===== src/design/mfhc_pkg.sv =====
`default_nettype none

package mfhc_pkg;

  // Length field geometry
  localparam int MAX_LENGTH_DIGITS = 4;
  localparam int LEN_W             = 28;
  localparam int DIGIT_W           = 7;
  localparam int CNT_W             = 3;
  localparam int SHAMT_W           = 5;
  localparam logic [LEN_W-1:0] LEN_MAX =
    LEN_W'((64'd1 << (DIGIT_W * MAX_LENGTH_DIGITS)) - 64'd1);

  // Stream widths
  localparam int S_DATA_W = 48;
  localparam int M_DATA_W = 48;

  // Input selector codes (s_axis_tuser)
  localparam logic FUNC_DECODE = 1'b0;
  localparam logic FUNC_ENCODE = 1'b1;

  // Result kind codes (m_axis_tuser)
  localparam logic KIND_BYTE   = 1'b0;
  localparam logic KIND_HEADER = 1'b1;

  // Controller to datapath commands
  typedef struct packed {
    logic dec_take;
    logic enc_take;
    logic digit_emit;
  } ctrl_cmd_t;

  // Datapath to controller status
  typedef struct packed {
    logic out_free;
    logic digit_last;
  } dp_sts_t;

endpackage

`default_nettype wire


===== src/design/mqtt_fixed_header_codec.sv =====
// MQTT fixed header codec: header byte plus remaining-length varint.
// Input stream s_axis: tuser selects decode (0) or encode (1). A decode
// transaction carries one received header byte; an encode transaction
// carries type, flags and remaining length.
// Output stream m_axis: tuser 0 is an encoded byte (tlast on the final
// length byte), tuser 1 is one decoded header with length, byte count
// and malformed flag.
// An accepted transaction places its first result in the output register
// in the following cycle. Decode takes one byte per cycle while not
// stalled; the header byte of a frame emits nothing, the byte that ends
// the length emits one header. Encode emits 2 to 5 output bytes, one per
// cycle while not stalled, the length bytes from the digit shifter, and
// s_axis_tready stays low until the last byte has been loaded.
// Stalls: a held result stays in the output register; s_axis_tready is
// low while that register is full and not being taken.
// Reset (rst, synchronous): decoder expects a new header byte, length and
// count clear, output register empties.
`default_nettype none

module mqtt_fixed_header_codec (
  input  wire                               clk,
  input  wire                               rst,
  input  wire                               s_axis_tvalid,
  output logic                              s_axis_tready,
  // rx_byte[7:0], pkt_type[11:8], pkt_flags[15:12], remaining_len[43:16], zero pad
  input  wire  [mfhc_pkg::S_DATA_W-1:0]     s_axis_tdata,
  // func
  input  wire                               s_axis_tuser,
  output logic                              m_axis_tvalid,
  input  wire                               m_axis_tready,
  // out_byte[7:0], hdr_type[11:8], hdr_flags[15:12], decoded_length[43:16],
  // length_bytes[46:44], malformed[47]
  output logic [mfhc_pkg::M_DATA_W-1:0]     m_axis_tdata,
  // result_kind
  output logic                              m_axis_tuser,
  // last_byte
  output logic                              m_axis_tlast
);

  mfhc_pkg::ctrl_cmd_t cmd;
  mfhc_pkg::dp_sts_t   sts;

  mfhc_ctrl u_ctrl (
    .clk        (clk),
    .rst        (rst),
    .item_valid (s_axis_tvalid),
    .item_func  (s_axis_tuser),
    .sts        (sts),
    .item_ready (s_axis_tready),
    .cmd        (cmd)
  );

  mfhc_dp u_dp (
    .clk           (clk),
    .rst           (rst),
    .cmd           (cmd),
    .rx_byte       (s_axis_tdata[7:0]),
    .pkt_type      (s_axis_tdata[11:8]),
    .pkt_flags     (s_axis_tdata[15:12]),
    .remaining_len (s_axis_tdata[43:16]),
    .out_ready     (m_axis_tready),
    .sts           (sts),
    .out_valid     (m_axis_tvalid),
    .out_kind      (m_axis_tuser),
    .out_last      (m_axis_tlast),
    .out_data      (m_axis_tdata)
  );

endmodule

`default_nettype wire


===== src/design/mfhc_ctrl.sv =====
`default_nettype none

module mfhc_ctrl (
  input  wire                  clk,
  input  wire                  rst,
  input  wire                  item_valid,
  input  wire                  item_func,
  input  wire mfhc_pkg::dp_sts_t sts,
  output logic                 item_ready,
  output mfhc_pkg::ctrl_cmd_t  cmd
);

  localparam logic ST_IDLE = 1'b0;
  localparam logic ST_ENC  = 1'b1;

  logic state;
  logic state_next;

  // Take a new item only when idle and the output register can be refilled
  assign item_ready = (state == ST_IDLE) && sts.out_free;

  always_comb begin
    cmd.dec_take   = item_ready && item_valid && (item_func == mfhc_pkg::FUNC_DECODE);
    cmd.enc_take   = item_ready && item_valid && (item_func == mfhc_pkg::FUNC_ENCODE);
    cmd.digit_emit = (state == ST_ENC) && sts.out_free;
  end

  // Next state
  always_comb begin
    state_next = state;
    unique case (state)
      ST_IDLE: begin
        if (cmd.enc_take) begin
          state_next = ST_ENC;
        end
      end
      ST_ENC: begin
        if (cmd.digit_emit && sts.digit_last) begin
          state_next = ST_IDLE;
        end
      end
      default: state_next = ST_IDLE;
    endcase
  end

  always_ff @(posedge clk) begin
    if (rst) begin
      state <= ST_IDLE;
    end else begin
      state <= state_next;
    end
  end

endmodule

`default_nettype wire


===== src/design/mfhc_dp.sv =====
`default_nettype none

module mfhc_dp (
  input  wire                                  clk,
  input  wire                                  rst,
  input  wire mfhc_pkg::ctrl_cmd_t             cmd,
  input  wire  [7:0]                           rx_byte,
  input  wire  [3:0]                           pkt_type,
  input  wire  [3:0]                           pkt_flags,
  input  wire  [mfhc_pkg::LEN_W-1:0]           remaining_len,
  input  wire                                  out_ready,
  output mfhc_pkg::dp_sts_t                    sts,
  output logic                                 out_valid,
  output logic                                 out_kind,
  output logic                                 out_last,
  output logic [mfhc_pkg::M_DATA_W-1:0]        out_data
);

  // Decode state
  logic                          phase;
  logic [3:0]                    held_type;
  logic [3:0]                    held_flags;
  logic [mfhc_pkg::LEN_W-1:0]    length_accum;
  logic [mfhc_pkg::CNT_W-1:0]    digit_count;

  // Encode digit shifter
  logic [mfhc_pkg::LEN_W-1:0]    enc_len;

  // Output register payload
  logic [7:0]                    o_byte;
  logic [3:0]                    o_type;
  logic [3:0]                    o_flags;
  logic [mfhc_pkg::LEN_W-1:0]    o_len;
  logic [mfhc_pkg::CNT_W-1:0]    o_cnt;
  logic                          o_bad;

  logic [mfhc_pkg::CNT_W-1:0]    cnt_clip;
  logic [mfhc_pkg::CNT_W-1:0]    cnt_new;
  logic [mfhc_pkg::SHAMT_W-1:0]  shamt;
  logic [mfhc_pkg::LEN_W-1:0]    accum_new;
  logic                          dec_done;
  logic [mfhc_pkg::LEN_W-1:0]    len_sat;
  logic [mfhc_pkg::LEN_W-1:0]    enc_rest;
  logic                          digit_last;
  logic [7:0]                    digit_byte;

  // Status to the controller
  assign sts = '{out_free: (!out_valid || out_ready), digit_last: digit_last};

  // Length digit accumulation, least significant digit first
  always_comb begin
    cnt_clip = digit_count;
    if (digit_count >= mfhc_pkg::CNT_W'(mfhc_pkg::MAX_LENGTH_DIGITS)) begin
      cnt_clip = mfhc_pkg::CNT_W'(mfhc_pkg::MAX_LENGTH_DIGITS - 1);
    end
    cnt_new   = cnt_clip + mfhc_pkg::CNT_W'(1);
    shamt     = mfhc_pkg::SHAMT_W'(mfhc_pkg::DIGIT_W) * mfhc_pkg::SHAMT_W'(cnt_clip);
    accum_new = length_accum
              + (mfhc_pkg::LEN_W'(rx_byte[mfhc_pkg::DIGIT_W-1:0]) << shamt);
    dec_done  = !rx_byte[7]
              || (cnt_new >= mfhc_pkg::CNT_W'(mfhc_pkg::MAX_LENGTH_DIGITS));
  end

  // Encode: saturate, then peel one base-128 digit per byte
  always_comb begin
    len_sat    = (remaining_len > mfhc_pkg::LEN_MAX) ? mfhc_pkg::LEN_MAX : remaining_len;
    enc_rest   = enc_len >> mfhc_pkg::DIGIT_W;
    digit_last = (enc_rest == '0);
    digit_byte = {!digit_last, enc_len[mfhc_pkg::DIGIT_W-1:0]};
  end

  // Decode state registers
  always_ff @(posedge clk) begin
    if (rst) begin
      phase        <= 1'b0;
      held_type    <= '0;
      held_flags   <= '0;
      length_accum <= '0;
      digit_count  <= '0;
    end else if (cmd.dec_take) begin
      if (!phase) begin
        held_type    <= rx_byte[7:4];
        held_flags   <= rx_byte[3:0];
        length_accum <= '0;
        digit_count  <= '0;
        phase        <= 1'b1;
      end else begin
        length_accum <= accum_new;
        digit_count  <= cnt_new;
        if (dec_done) begin
          phase <= 1'b0;
        end
      end
    end
  end

  // Encode shifter
  always_ff @(posedge clk) begin
    if (cmd.enc_take) begin
      enc_len <= len_sat;
    end else if (cmd.digit_emit) begin
      enc_len <= enc_rest;
    end
  end

  // Output register valid
  always_ff @(posedge clk) begin
    if (rst) begin
      out_valid <= 1'b0;
    end else if (cmd.enc_take || cmd.digit_emit || (cmd.dec_take && phase && dec_done)) begin
      out_valid <= 1'b1;
    end else if (out_ready) begin
      out_valid <= 1'b0;
    end
  end

  // Output register payload
  always_ff @(posedge clk) begin
    if (cmd.enc_take) begin
      out_kind <= mfhc_pkg::KIND_BYTE;
      out_last <= 1'b0;
      o_byte   <= {pkt_type, pkt_flags};
      o_type   <= '0;
      o_flags  <= '0;
      o_len    <= '0;
      o_cnt    <= '0;
      o_bad    <= 1'b0;
    end else if (cmd.digit_emit) begin
      out_kind <= mfhc_pkg::KIND_BYTE;
      out_last <= digit_last;
      o_byte   <= digit_byte;
      o_type   <= '0;
      o_flags  <= '0;
      o_len    <= '0;
      o_cnt    <= '0;
      o_bad    <= 1'b0;
    end else if (cmd.dec_take && phase && dec_done) begin
      out_kind <= mfhc_pkg::KIND_HEADER;
      out_last <= 1'b0;
      o_byte   <= '0;
      o_type   <= held_type;
      o_flags  <= held_flags;
      o_len    <= accum_new;
      o_cnt    <= cnt_new;
      o_bad    <= rx_byte[7];
    end
  end

  assign out_data = {o_bad, o_cnt, o_len, o_flags, o_type, o_byte};

endmodule

`default_nettype wire


===== config.mk =====
export PLATFORM = sky130hd
export DESIGN_NAME = mqtt_fixed_header_codec
export DESIGN_NICKNAME = d
export VERILOG_FILES = /design/src/design/mfhc_pkg.sv /design/src/design/mqtt_fixed_header_codec.sv /design/src/design/mfhc_ctrl.sv /design/src/design/mfhc_dp.sv
export SDC_FILE = /design/constraint.sdc
export NUM_CORES = 1
export LEC_CHECK = 0
export BUFFER_PORTS_ARGS = -buffer_cell sky130_fd_sc_hd__buf_4
export CAP_MARGIN = 20
export CORE_ASPECT_RATIO = 1.2
export CORE_UTILIZATION = 52
export CTS_CLUSTER_SIZE = 30
export DETAILED_ROUTE_END_ITERATION = 16
export PLACE_DENSITY = 0.86
export SYNTH_ARGS = -nofsm -noshare
export SYNTH_HDL_FRONTEND = slang
export SYNTH_SLANG_ARGS = --single-unit

===== constraint.sdc =====
create_clock -name clk -period 4.05 [get_ports clk]
set_input_delay 0.405 -clock clk [delete_from_list [all_inputs] [get_ports clk]]
set_output_delay 0.405 -clock clk [all_outputs]
set_load 0.03 [all_outputs]

==> results of run 1 <==
[layout make-up]
type,instances,area (um^2)
flip-flops and latches,120,2770
well taps,164,205
inverters,17,68.8
clock buffers,17,425
multi-input cells,575,4290
repair buffers,209,1610
clock inverters,15,193
fillers,750,3170
[where the power goes]
part,switching (uW),internal [uW]
Sequential,31.9,1300
Combinational,225,144
Clock,631,985
Total,888,2430
[flip-flops by register name (all words and copies together) (netlist names)]
| signal | flops |
|---|---|
| u_dp.held_type | 4 |
| u_dp.enc_len | 28 |
| u_dp.length_accum | 28 |
| u_dp.out_kind | 1 |
| u_dp.o_bad | 1 |
| u_dp.phase | 1 |
| u_ctrl.state | 1 |
| u_dp.o_byte | 8 |
| u_dp.held_flags | 4 |
| u_dp.o_type | 4 |
| u_dp.digit_count | 3 |
| u_dp.out_valid | 1 |
| u_dp.out_last | 1 |
| u_dp.o_flags | 4 |
| u_dp.o_cnt | 3 |
| u_dp.o_len | 28 |
[worst max-delay path: cells and delay by family, from the launching register on]
family / cells / cell delay (ns)
AOI/OAI and AO/OA: 6 / 1.38
buffers and inverters: 5 / 0.79
and+or+nand+nor: 4 / 0.71
muxes: 1 / 0.40
adders and majority gates: 1 / 0.40
DFF: 1 / 0.34
xor gates and xnor gates: 1 / 0.19
[routing by layer]
| layer | vias up | routed length, um | track usage, % |
|---|---|---|---|
| met5 | - | 0 | 0 |
| met3 | 194 | 2770 | 7.81 |
| met4 | 0 | 2050 | 20.2 |
| li1 | 3134 | - | - |
| met2 | 631 | 12400 | 56.8 |
| met1 | 3398 | 8970 | 37.5 |
[layout by cell type, fill, tap and decap left out, types with 4 or more instances in the layout]
master and n:
nand3_1 41, inv_1 14, dfxtp_1 81, buf_4 201
ha_1 18, a22oi_1 9, ha_4 10, o31ai_1 4
mux2i_1 13, clkbuf_16 17, nor2_1 56, o211ai_1 4
a21oi_2 10, o21ai_2 8, o21ai_1 6, a21oi_1 37
a21o_1 7, a22o_1 24, buf_6 7, o21a_1 4
nand4_1 13, xnor2_1 11, clkinv_4 5, mux2_2 22
xnor2_2 4, nor2_2 8, xor2_1 5, o22ai_1 4
and2_1 8, and3_1 13, nor4_1 6, or3_1 6
nand2_1 97, edfxtp_1 36, o21ai_0 27, inv_6 4
nand2b_1 7, nor2b_1 7
[metrics by stage]
step	setup slack [ns]	hold slack (ns)	std cells	power [uW]	cell area, um^2
2_1_floorplan	0.00149	0.409	757	1530	6810
3_3_place_gp	-0.0238	0.419	1067	1650	8260
3_5_place_dp	-0.129	0.423	1067	1670	8260
4_1_cts	0.000850	0.249	1105	3250	9100
5_1_grt	-0.336	0.257	1117	3380	9560
6_report	-0.279	0.253	1117	3320	9560
[worst paths after layout]
kind                               endpoint  depth (start not counted)  slack, ns                        startpoint
max             u_dp.o_len[10]$_SDFFE_PP0P_                         18      -0.28  u_dp.digit_count[2]$_SDFFE_PP0P_
min          u_dp.held_type[3]$_SDFFE_PP0P_                          3       0.25                   s_axis_tdata[7]
max reg2reg     u_dp.o_len[10]$_SDFFE_PP0P_                         18      -0.28  u_dp.digit_count[2]$_SDFFE_PP0P_
min reg2reg    u_dp.o_flags[0]$_SDFFE_PP0P_                          2       0.44   u_dp.held_flags[0]$_SDFFE_PP0P_
[kinds of logic after synthesis]
group           after synthesis  synth area share [%]
compound gates              196                  20.1
xor+xnor                     21                  2.70
fa+ha+maj                    33                  6.29
buf+inv                      62                  4.10
flops                       120                  40.6
mux                          40                  6.55
simple gates                285                  19.6
[timing repair]
| item | in CTS | in global routing |
|---|---|---|
| pin swaps | 23 | 40 |
| gates resized for setup | 40 | 78 |
| setup endpoints to repair | 34 | 39 |
| hold endpoints to repair | 0 | 0 |
| setup buffers | 6 | 12 |
| hold buffers | 0 | 0 |
==> impl_metrics.tcl, run 1 <==
set metrics [dict create \
    cts_buffers 17 \
    ant_nets 0 \
    critPathMostFrequentCell "buf_4" \
    critPathKind "reg2reg" \
    drt_iter0_markers 735 \
    htreeDepth 4 \
    cp.required_ns 4.36 \
    grt_max_degree 39 \
    cts_max_path_buffers 2 \
    rsz0062_at_grt "yes" \
    overflow 0 \
    die_w_um 106 \
    antenna_cells 0 \
    post-route-util_pct 75.1 \
    fin_setup_tns_ns -4.58 \
    slew_viol_final 0 \
    synth.largest_area_cell "dfxtp_1" \
    routed_wl_um 26200 \
    peakVddDrop_v 0.000352 \
    hold_path_class "in2reg" \
    synthArstFlopShare_pct 0 \
    rows 45 \
    max_stage_delay_ns 0.40 \
    finalClockSkew_ns 0.00818 \
    ys_ff_latch 120 \
    avgSynthCellArea_um2 8.98 \
    nets 1026 \
    dieArea_um2 13500 \
    area_growth_pct 40.5 \
    viasPerCell 6.59 \
    clk_pin_slew_worst_paths_ns 0.06 \
    syn_inst 757 \
    grt_pass1_wl_um 34900 \
    cp_max_fo 10 \
    track_usage_pct 33.2 \
    die_h_um 127 \
    power_density_nw_per_um2 347 \
    crit_slowest_cell "mux2i_1" \
    startpoint_type "flip-flop" \
    leakage_uw 0.00404 \
    synth_edf_count 36 \
    worst_pin_slew_ns 0.990 \
    cts_tree "yes" \
    dr_total_vias 7357 \
    place.detailed.hpwl_um 13800 \
    seq_area_frac_synth_pct 40.6 \
    yosys-top-cells-area "dfxtp_1 (25%), edfxtp_1 (16%), ha_1 (5.7%), nand2_1 (5.5%), mux2_2 (3.8%)" \
    drive_gt1_share_pct 38.6 \
    slew_headroom_pct 34.0 \
    place.gp.congestion 0.974 \
    status "finished with violations" \
    antenna_found_initial 0 \
    synth_warnings 0 \
    io_buffers 100 \
    synth.cell_area_um2 6800 \
    synth.net_count 843 \
    arrival_ns 4.64 \
    path_cells "or2_4 -> clkinv_4 -> buf_4 -> mux2i_1 -> and2_1 -> a211oi_1 -> a21oi_1 -> buf_4 -> nor2_1 -> ha_1 -> nand2_1 -> o211ai_1 -> a21boi_2 -> buf_4 -> buf_4 -> o21ai_0 -> xnor2_1 -> a22o_1" \
    period_share_pct 107 \
    core_region_area_um2 12700 \
    violations "negative setup slack" \
    finalHoldViolations 0 \
    clock_latency_ns 0.43 \
    root_buffer "clkbuf_16" \
    drt_first_pass_iters 6 \
    ys_types 73 \
    netlist.area_leader.share_pct 24.7 \
    drc 0 \
    period_minus_slack_ns 4.33 \
    pin_count 105 \
    synthFlopType "dfxtp_1" \
    max_cap_viol_count 0 \
    fin_ws_ns -0.279 \
    max_freq_mhz 231 \
    clock_sinks 120 \
    yosysMostFrequentCell "nand2_1" \
    grt_pass1_vias 6855 \
    worstSetupEndpointType "flip-flop" \
    setup_viol 38 \
    synth_commonest_cells "nand2_1 (100), dfxtp_1 (84), nor2_1 (63)" \
    initial_core_util_pct 53.5 \
    wire_per_inst_um 23.5 \
]
No activity file was read; power rests on OpenSTA's default activity.
==> inputs of run 2 (changes only) <==
--- a/config.mk
+++ b/config.mk
@@ -12,6 +12,7 @@
 export CTS_CLUSTER_SIZE = 30
 export DETAILED_ROUTE_END_ITERATION = 16
 export PLACE_DENSITY = 0.86
+export REMOVE_ABC_BUFFERS = 1
 export SYNTH_ARGS = -nofsm -noshare
 export SYNTH_HDL_FRONTEND = slang
 export SYNTH_SLANG_ARGS = --single-unit
==> impl_metrics.tcl, run 2 (synthesized netlist as in run 1, its figures left out) <==
set metrics [dict create \
    rows 45 \
    dr_total_vias 7123 \
    antenna_found_initial 0 \
    grt_pass1_wl_um 32100 \
    die_h_um 127 \
    layout_common_cells "buf_4 (203), nand2_1 (98), dfxtp_1 (82)" \
    violations "negative setup slack" \
    startpoint_type "flip-flop" \
    track_usage_pct 30.4 \
    htreeDepth 4 \
    period_share_pct 101 \
    grt_max_degree 39 \
    area_growth_pct 37.8 \
    period_minus_slack_ns 4.10 \
    worst_pin_slew_ns 1.02 \
    slew_headroom_pct 31.3 \
    p_seq_share_pct 41.8 \
    peakVddDrop_v 0.000263 \
    worstSetupEndpointType "flip-flop" \
    power_density_nw_per_um2 339 \
    root_buffer "clkbuf_16" \
    clk_pin_slew_worst_paths_ns 0.06 \
    dieArea_um2 13500 \
    final_common_cell "buf_4" \
    cts_max_path_buffers 2 \
    r2r_slack_ns -0.05 \
    cp_max_fo 9 \
    viasPerCell 6.39 \
    initial_core_util_pct 53.5 \
    max_cap_viol_count 0 \
    grt_pass1_vias 6547 \
    rsz0062_at_grt "yes" \
    p_switching_uw 849 \
    io_buffers 100 \
    die_w_um 106 \
    drt_iter0_markers 665 \
    critPathKind "reg2reg" \
    clock_latency_ns 0.43 \
    cts_buffers 17 \
    drc 0 \
    cp.required_ns 4.36 \
    ant_nets 0 \
    core_region_area_um2 12700 \
    place.detailed.hpwl_um 13800 \
    hold_path_class "in2reg" \
    p_clk_share_pct 46.8 \
    reg_top3 "u_dp.enc_len x28, u_dp.length_accum x28, u_dp.o_len x28" \
    arrival_ns 4.41 \
    leakage_uw 0.00400 \
    finalHoldViolations 0 \
    internal-power_uw 2330 \
    whs_ns 0.256 \
    finalClockSkew_ns 0.0118 \
    place.gp.congestion 1.04 \
    nets 1023 \
    drive_gt1_share_pct 37.4 \
    overflow 0 \
    antenna_cells 0 \
    fin_total_pwr_uw 3180 \
    combPwrFrac_pct 11.4 \
    cts_tree "yes" \
    clock_sinks 120 \
    slew_viol_final 0 \
    status "finished with violations" \
    routed_wl_um 23400 \
    max_freq_mhz 244 \
    drt_first_pass_iters 7 \
    fin_ws_ns -0.0500 \
    setup_viol 9 \
    wire_per_inst_um 21.0 \
    pin_count 105 \
    swShare_pct 26.7 \
]
## run 2: cell types whose count changed in the layout (fill, tap and decap cells not counted), moves of 3 or more
cell / previous run / this run
buf_6: 7 / 2
o21ai_0: 27 / 31
o21ai_2: 8 / 4
o22ai_2: 3 / 6
xnor2_1: 11 / 14
xnor2_2: 4 / 1
## run 2: area by class of cell
class | count | area [um^2]
multi-input combinational | 575 | 4190
fill | 785 | 3350
sequential | 120 | 2770
timing repair buffer | 206 | 1570
clock buffer | 19 | 454
tap | 164 | 205
clock inverter | 13 | 119
inverter | 17 | 71.3
## run 2: final timing paths
path | depth (start not counted) | startpoint | endpoint
max | 19 | u_dp.digit_count[2]$_SDFFE_PP0P_ | u_dp.length_accum[9]$_SDFFE_PP0P_
min | 3 | s_axis_tdata[4] | u_dp.held_type[0]$_SDFFE_PP0P_
max reg2reg | 19 | u_dp.digit_count[2]$_SDFFE_PP0P_ | u_dp.length_accum[9]$_SDFFE_PP0P_
min reg2reg | 2 | u_dp.held_type[3]$_SDFFE_PP0P_ | u_dp.o_type[3]$_SDFFE_PP0P_
## run 2: what timing repair did
action	in CTS	in global routing
pin swaps	3	32
setup endpoints to repair	30	38
endpoints found under the hold margin	0	0
setup buffers	0	11
hold buffers	0	0
resized for setup	23	70
## run 2: worst max-delay path: stages (launching register included)
cell and delay, ns:
dfxtp_2 0.33, or2_4 0.27, buf_4 0.14, ha_2 0.19, ha_4 0.33, inv_1 0.07, and2_1 0.14, a211oi_2 0.29
a21oi_2 0.12, buf_4 0.15, nor2_1 0.13, ha_1 0.31, nand2_1 0.19, nor3b_4 0.09, buf_4 0.14, o21ai_2 0.15
a21oi_2 0.10, o21a_1 0.21, or3_1 0.35, a32o_1 0.28
## run 2: layer usage
metal  GRT usage [%]  wire length [um]  vias up
met5               0                 0        -
met4            16.5              1470        0
met3            6.48              2080      134
met2            53.5             11500      495
met1            34.3              8400     3374
li1                -                 -     3120
## run 2: power groups by stage
stage                     sequential [uW]  combinational, uW  clock, uW
after floorplan                      1370                153          0
after global placement               1350                311          0
after detailed placement             1350                322          0
after CTS                            1330                333       1470
after global routing                 1330                376       1540
final                                1330                362       1490
## run 2: metrics by stage
step	setup TNS (ns)	utilization, %	instances	instance area (um^2)	setup WS, ns
final	-0.252	73.7	1114	9380	-0.0500
after global placement	-0.171	65.1	1071	8280	-0.0428
after global routing	-1.84	73.7	1114	9380	-0.154
after CTS	-0.00673	70.5	1103	8970	-0.00673
after detailed placement	-0.809	65.1	1071	8280	-0.146
after floorplan	-9.43	-	712	6590	-0.503
